--- src/rtl/sfl_pkg.sv ---
// ----------------------------------------------------------------------------
// sfl_pkg
// Shared types and constants of the sample FIFO with low watermark: field
// widths, operation and status codes, register indexes and the control
// bundle passed from the pointer logic to the datapath.
// ----------------------------------------------------------------------------
package sfl_pkg;

    localparam int SLOTS_DEFAULT  = 1024;

    localparam int DATA_W         = 16;
    localparam int FUNC_W         = 2;
    localparam int STATUS_W       = 2;
    localparam int LEVEL_W        = 10;
    localparam int CFG_W          = 10;
    localparam int CFG_IDX_W      = 1;

    localparam int CAPACITY_RESET = 1023;
    localparam int THRESH_RESET   = 0;

    // operation codes
    localparam logic [FUNC_W-1:0] FUNC_PUSH      = 2'd0;
    localparam logic [FUNC_W-1:0] FUNC_PULL      = 2'd1;
    localparam logic [FUNC_W-1:0] FUNC_PULL_FILL = 2'd2;

    // result status codes
    localparam logic [STATUS_W-1:0] STATUS_OK     = 2'd0;
    localparam logic [STATUS_W-1:0] STATUS_FULL   = 2'd1;
    localparam logic [STATUS_W-1:0] STATUS_EMPTY  = 2'd2;
    localparam logic [STATUS_W-1:0] STATUS_FILLED = 2'd3;

    // configuration register indexes
    localparam logic [CFG_IDX_W-1:0] REG_CAPACITY      = 1'd0;
    localparam logic [CFG_IDX_W-1:0] REG_LOW_THRESHOLD = 1'd1;

    typedef struct packed {
        logic                we;
        logic                re;
        logic                use_fill;
        logic                low_event;
        logic [STATUS_W-1:0] status;
    } t_op_ctl;

endpackage

--- src/rtl/sfl_ctrl.sv ---
// ----------------------------------------------------------------------------
// sfl_ctrl
// Ring pointer and fill level bookkeeping. Decodes each operation against
// the current level, drives the storage write/read addresses and commits
// the pointer updates when the transaction is accepted and no configuration write is taken.
// ----------------------------------------------------------------------------
module sfl_ctrl #(
    parameter int SLOTS = sfl_pkg::SLOTS_DEFAULT,
    parameter int AW    = $clog2(SLOTS)
) (
    input  logic                           i_clk,
    input  logic                           i_rst_n,
    input  logic                           i_accept,
    input  logic [sfl_pkg::FUNC_W-1:0]     i_func,
    input  logic                           i_cfg_we,
    input  logic [sfl_pkg::CFG_IDX_W-1:0]  i_cfg_idx,
    input  logic [sfl_pkg::CFG_W-1:0]      i_cfg_data,
    output sfl_pkg::t_op_ctl               o_ctl,
    output logic [AW-1:0]                  o_wr_addr,
    output logic [AW-1:0]                  o_rd_addr,
    output logic [sfl_pkg::LEVEL_W-1:0]    o_level
);

    localparam int CAP_RESET = (sfl_pkg::CAPACITY_RESET > SLOTS - 1) ?
                               SLOTS - 1 : sfl_pkg::CAPACITY_RESET;

    logic [AW-1:0]                r_wr_ptr;
    logic [AW-1:0]                r_rd_ptr;
    logic [AW-1:0]                r_level;
    logic [AW-1:0]                r_eff_cap;
    logic [sfl_pkg::CFG_W-1:0]    r_thresh;

    logic [AW-1:0]                n_level;
    logic [AW-1:0]                n_eff_cap;
    logic [AW-1:0]                wr_next;
    logic [AW-1:0]                rd_next;
    logic [AW-1:0]                level_m1;
    logic                         empty;
    logic                         full;
    sfl_pkg::t_op_ctl             ctl;

    assign empty    = (r_level == '0);
    assign full     = (r_level == r_eff_cap);
    assign level_m1 = r_level - AW'(1);
    assign wr_next  = (r_wr_ptr == r_eff_cap) ? '0 : r_wr_ptr + AW'(1);
    assign rd_next  = (r_rd_ptr == r_eff_cap) ? '0 : r_rd_ptr + AW'(1);

    // capacity saturates at the ring size minus one
    assign n_eff_cap = (32'(i_cfg_data) > SLOTS - 1) ? AW'(SLOTS - 1) : AW'(i_cfg_data);

    always_comb begin
        ctl           = '0;
        ctl.status    = sfl_pkg::STATUS_OK;
        unique case (i_func) inside
            sfl_pkg::FUNC_PUSH: begin
                if (full) begin
                    ctl.status = sfl_pkg::STATUS_FULL;
                end else begin
                    ctl.we = 1'b1;
                end
            end
            sfl_pkg::FUNC_PULL, sfl_pkg::FUNC_PULL_FILL: begin
                if (empty) begin
                    ctl.low_event = 1'b1;
                    if (i_func == sfl_pkg::FUNC_PULL_FILL) begin
                        ctl.status   = sfl_pkg::STATUS_FILLED;
                        ctl.use_fill = 1'b1;
                    end else begin
                        ctl.status   = sfl_pkg::STATUS_EMPTY;
                    end
                end else begin
                    ctl.re        = 1'b1;
                    ctl.low_event = (32'(level_m1) < 32'(r_thresh));
                end
            end
            default: begin
            end
        endcase
    end

    always_comb begin
        n_level = r_level;
        if (ctl.we) begin
            n_level = r_level + AW'(1);
        end else if (ctl.re) begin
            n_level = level_m1;
        end
    end

    assign o_ctl     = ctl;
    assign o_wr_addr = r_wr_ptr;
    assign o_rd_addr = r_rd_ptr;
    assign o_level   = sfl_pkg::LEVEL_W'(n_level);

    always_ff @(posedge i_clk) begin
        if (!i_rst_n) begin
            r_wr_ptr  <= '0;
            r_rd_ptr  <= '0;
            r_level   <= '0;
            r_eff_cap <= AW'(CAP_RESET);
            r_thresh  <= sfl_pkg::CFG_W'(sfl_pkg::THRESH_RESET);
        end else if (i_cfg_we) begin
            unique case (i_cfg_idx)
                sfl_pkg::REG_CAPACITY: begin
                    // new ring size: flush
                    r_eff_cap <= n_eff_cap;
                    r_wr_ptr  <= '0;
                    r_rd_ptr  <= '0;
                    r_level   <= '0;
                end
                sfl_pkg::REG_LOW_THRESHOLD: begin
                    r_thresh  <= i_cfg_data;
                end
                default: begin
                end
            endcase
        end else if (i_accept) begin
            if (ctl.we) begin
                r_wr_ptr <= wr_next;
            end
            if (ctl.re) begin
                r_rd_ptr <= rd_next;
            end
            r_level <= n_level;
        end
    end

    a_level_in_range: assert property (@(posedge i_clk) disable iff (!i_rst_n)
        r_level <= r_eff_cap)
        else $error("fill level above capacity");

    a_ptrs_meet_when_empty: assert property (@(posedge i_clk) disable iff (!i_rst_n)
        (r_rd_ptr == r_wr_ptr) == (r_level == '0))
        else $error("pointers disagree with fill level");

    a_push_grows_level: assert property (@(posedge i_clk) disable iff (!i_rst_n)
        i_accept && !i_cfg_we && ctl.we |=> r_level == $past(r_level) + AW'(1))
        else $error("stored push did not raise the level");

endmodule

--- config.mk ---
export PLATFORM = sky130hd
export DESIGN_NAME = sfl_ctrl
export DESIGN_NICKNAME = d
export VERILOG_FILES = /design/src/rtl/sfl_pkg.sv /design/src/rtl/sfl_ctrl.sv
export SDC_FILE = /design/constraint.sdc
export NUM_CORES = 1
export LEC_CHECK = 0
export BUFFER_PORTS_ARGS = -buffer_cell sky130_fd_sc_hd__buf_4
export CORE_MARGIN = 5
export CORE_UTILIZATION = 60
export DETAILED_ROUTE_END_ITERATION = 10
export PLACE_DENSITY = 0.9
export SETUP_SLACK_MARGIN = 0.05
export SLEW_MARGIN = 10
export SYNTH_ARGS = -nofsm -noshare
export SYNTH_HDL_FRONTEND = slang
export SYNTH_SLANG_ARGS = --single-unit
--- constraint.sdc ---
create_clock -name i_clk -period 6.9 [get_ports i_clk]
set_clock_uncertainty 0.15 [all_clocks]
set_input_delay 1.38 -clock i_clk [delete_from_list [all_inputs] [get_ports i_clk]]
set_output_delay 1.38 -clock i_clk [all_outputs]
set_load 0.1 [all_outputs]
# Word level (Yosys, flattened, before mapping)

Index checks and enable logic that the tools add are counted.

Flip-flop bits (word level): 50
Input port bits: 17
Word-level logic and storage cells: 52

Add/sub/neg operators: 4
Order comparisons: 1
Equality and inequality tests: 6
Multiplexer cells: 24
Bitwise gates (word level): 1
Reductions and logical operators: 11

Operators by type and width:

| cell                                                                   | count |
|---|---|
| 10-bit 2-to-1 mux                                                      | 13 |
| 10-bit by 1-bit adder with 10-bit output (second input constant)       | 3 |
| 10-bit equality test                                                   | 3 |
| 10-bit zero test                                                       | 1 |
| 10-bit < comparator                                                    | 1 |
| 10-bit by 1-bit subtractor with 10-bit output (second input constant)  | 1 |
| 1-bit 2-to-1 mux                                                       | 8 |
| 2-bit AND reduction                                                    | 3 |
| 3-bit AND reduction                                                    | 2 |
| 2-bit nonzero test                                                     | 3 |
| 2-bit one-hot mux with 2 select lines                                  | 1 |
| 3-bit 2-to-1 mux                                                       | 1 |
| 2-bit by 1-bit equality test with 1-bit output (second input constant) | 1 |
| 2-bit equality test (second input constant)                            | 1 |
| 2-bit zero test                                                        | 1 |
| 2-bit 2-to-1 mux                                                       | 1 |
| 2-bit != test (second input constant)                                  | 1 |
| 2-bit OR reduction                                                     | 1 |
| 1-bit NOT                                                              | 1 |

# Depth between registers and ports, before layout

Depth in word-level cells: 8
Depth in mapped cells: 11
Gate-level depth less buffers: 10

# Worst setup path after synthesis

Ideal clock, no wire load.

Kind: flip-flop to output port
From: register r_level[0]
To: output port o_ctl[2] (netlist bit)
Arrival: 5.155 ns
Data required time: 5.370 ns
Slack: 0.215 ns
Cell stages (with the launch flop): 12
Buffers on the path: 1
Cells stage by stage: dfxtp_1 buf_2 inv_1 ha_1 nor3b_2 nor3b_1 xnor2_1 ha_1 or3_1 a31oi_1 a31oi_1 o41ai_1

RTL lines:

| element                | RTL line        | RTL |
|---|---|---|
| from (decl)            | sfl_ctrl.sv:29  | `logic [AW-1:0] r_level;` |
| from (signal assigned) | sfl_ctrl.sv:124 | `r_level <= n_level;` |
| to (decl)              | sfl_ctrl.sv:18  | `output sfl_pkg::t_op_ctl o_ctl,` |

# Worst setup path in the final report

From: input port i_func[0] (netlist bit)
To: output port o_level[6] (netlist bit)

Longest elaborated chain between the ends: 5
Elaborated cells on any way between the ends: 8

RTL lines:

| element                                                                                                | RTL line       | RTL |
|---|---|---|
| from (decl)                                                                                            | sfl_ctrl.sv:14 | `input logic [sfl_pkg::FUNC_W-1:0] i_func,` |
| 2-bit by 1-bit equality test with 1-bit output (no line) / 2-bit equality test (equally long branches) | -              |  |
| 2-bit OR reduction                                                                                     | sfl_ctrl.sv:54 | `unique case (i_func) inside` |
| 3-bit 2-to-1 mux                                                                                       | sfl_ctrl.sv:54 |  |
| 10-bit 2-to-1 mux                                                                                      | sfl_ctrl.sv:85 | `end else if (ctl.re) begin` |
| 10-bit 2-to-1 mux (*)                                                                                  | sfl_ctrl.sv:83 | `if (ctl.we) begin` |
| to (decl)                                                                                              | sfl_ctrl.sv:21 | `output logic [sfl_pkg::LEVEL_W-1:0] o_level` |

Mark *: on every way between the ends. The rest lies on a longest branch, timed or not.

==> metrics <==
total die area=between 7000 and 8000 um2; placed instance count=516; number of flops mapped to enable cells by yosys=0; Congestion Overflow GR=0; final setup vio count=0; warnings from Yosys=0; async set-or-reset flop fraction in the synthesized netlist=0%; CTS sink count=50; standard-cell row count=27; worst slew pin tran=about 1.1 ns; CTS-repair resized insts=0; number of port buffers=between 50 and 60; I/O pins=53; number of antenna violations at the first check in global routing=0; count of unresolved DRC violations after routing=0; register cell area after layout=roughly 1000 um2; Cell Count, Final, Fillers Out=524; CTS root buffer=clkbuf_8; remaining antenna violation count after routing=0; DR WL/cell=around 16 um; setup repair after global routing missed its margin=false; multi-input logic area=between 2000 and 2500 um2; Synth-to-Final Area Change=14.4%; Static Leakage=0.00162 uW; type of the worst min-delay path=reg2reg; ratio of cells with drive above 1 in the final layout=16.6%; minimum period implied by the final worst setup slack=between 5 and 6 ns; die height=roughly 85 um; maximum number of pins on one net before global-route repair=37; insertion delay to the later sink of the worst-skew pair=between 0.3 and 0.4 ns; ratio of final minimum period to clock period=74.2%; crit path launch type=primary input; Ant. Diodes=0; areal power density over the cells=between 300 and 400 nW/um2; Total Wirelength=between 8 and 9 mm; Worst EP arrival=between 3 and 4 ns; Iteration-0 DRC Markers=~160; number of register bits inferred by synthesis=50; required time at the endpoint of the critical path=between 5 and 6 ns; Hold-fix buffers, CTS=0; setup total negative slack=0 ns; level count of the clock H-tree=2; global-route total usage across every layer=between 20% and 30%; global-route wire length before repair=about 14 mm; post-DR vias/cell=6.03; maximum fanout along the worst path=22; Final Slew Violations=0; Initial Util=about three fifths; Worst setup EP type=output port; via count of the first global-routing pass=around 3,100; Pre-Repair DR Iteration Count=5; top_reg_cell synth=dfxtp_1; vias after detailed routing=approximately 3,200; die width=between 80 and 90 um; post-synth net total=446; layout filler cell count=about 460; Worst-path clk slew=~0.090 ns; net total in the final layout=around 490; sequential-to-total area share from yosys stat=roughly 30%; number of instances in the synthesized netlist=412; clock tree from TritonCTS=built; count of max-cap constraint violations=0; number of hold-slack violations in the final timing report=0; headroom to the max-slew limit=around a quarter; TritonCTS Buffers=5; leading cell types in the layout, fill and taps excluded=63 x nand2_1, 53 x buf_4, 50 x dfxtp_1, 33 x xor2_1, 25 x nor2_1; buffer levels on the longest clock path=2; maximum clock rate=just under 200 MHz; synth unique cells=62; Final HPWL DP=6.34 mm; number of post-CTS setup repair buffers=0; critical path type=in2out; routability-driven placement congestion ratio=around 0.93; Max VDD drop=about 300 uV; outcome=finished, final reports clean; most frequent standard cell in the layout excluding fill and tap cells=nand2_1; Synth Cell Area=3370 um2; area of the core region=~5500 um2; Avg Cell Area, Syn=roughly 8 um2
==> sequential cells by signal (all words and copies together), names as in the netlist <==
signal and count:
o_rd_addr 10, r_thresh 10, r_level 10, r_eff_cap 10, o_wr_addr 10
==> cells by family (layout without fill, tap and decap cells) <==
family                   Yosys count  in the layout  share of synthesized area (%)
adder cells (fa/ha/maj)           17             17                           6.32
XOR/XNOR                          51             51                           13.3
flip-flops                        50             50                           29.7
AO/OA/AOI/OAI                     71             71                           15.7
buffers and inverters             40             80                           5.32
AND/OR/NAND/NOR                  175            175                           27.2
multiplexers                       8              8                           2.42
==> final timing paths <==
check        cells past startpoint          end   startpoint  slack [ns]
max                              8   o_level[6]    i_func[0]        1.78
max reg2reg                      6   r_level[6]   r_level[5]        3.90
min                              2  r_thresh[2]  r_thresh[2]        0.32
min reg2reg                      2  r_thresh[2]  r_thresh[2]        0.32
==> per-layer routing <==
layer  up-vias  GRT usage [%]  routed length, um
met5         -              0                  0
met2       134           42.3               4260
li1       1496              -                  -
met3        34           4.56                551
met1      1494           29.0               3440
met4         0           11.7                286
==> power breakdown <==
group          total, uW  switching (uW)  internal (uW)
registers            337            33.6            303
clock network        196             104           92.1
logic                670             485            185
==> final cells by class <==
type                       count  area share, %
tap                           72           2.34
inverter                      19           1.85
multi-input combinational    322           56.8
timing repair buffer          53           10.3
sequential                    50           26.0
clock inverter                 1          0.227
clock buffer                   7           2.50
==> per-stage QoR <==
| stage | power (uW) | area, um2 | setup WS (ns) | util (%) | hold WS [ns] |
|---|---|---|---|---|---|
| 2_1_floorplan | 882 | 3370 | 0.215 | - | 0.293 |
| 5_1_grt | 1270 | 3850 | 1.59 | 70.4 | 0.337 |
| 3_3_place_gp | 993 | 3750 | 1.88 | 68.4 | 0.300 |
| 6_report | 1200 | 3850 | 1.78 | 70.4 | 0.317 |
| 3_5_place_dp | 1010 | 3750 | 1.80 | 68.4 | 0.306 |
| 4_1_cts | 1210 | 3850 | 1.80 | 70.4 | 0.320 |
==> synth_stat cells, drive strengths merged (7+ instances only) <==
master / number / share of area, %
nor3b: 7 / 1.9
inv: 19 / 2.1
nand2: 63 / 7.0
xnor2: 18 / 4.7
xor2: 33 / 8.6
and3: 9 / 1.7
nor4: 11 / 3.1
mux2i: 7 / 2.1
dfxtp: 50 / 30
and2: 7 / 1.3
buf: 13 / 2.3
o21ai: 14 / 2.2
ha: 17 / 6.3
a21oi: 7 / 1.0
nand3: 19 / 2.8
nor3: 8 / 1.3
clkbuf: 8 / 0.89
nor2: 25 / 2.8
a21boi: 14 / 3.1
==> critical path, cell delays in order <==
cell	delay [ns]
buf_4	0.12
inv_1	0.07
ha_1	0.17
inv_1	0.07
a31oi_2	0.86
mux2_2	0.45
xnor2_1	0.15
buf_4	0.31
No activity file was read; power rests on OpenSTA's default activity.
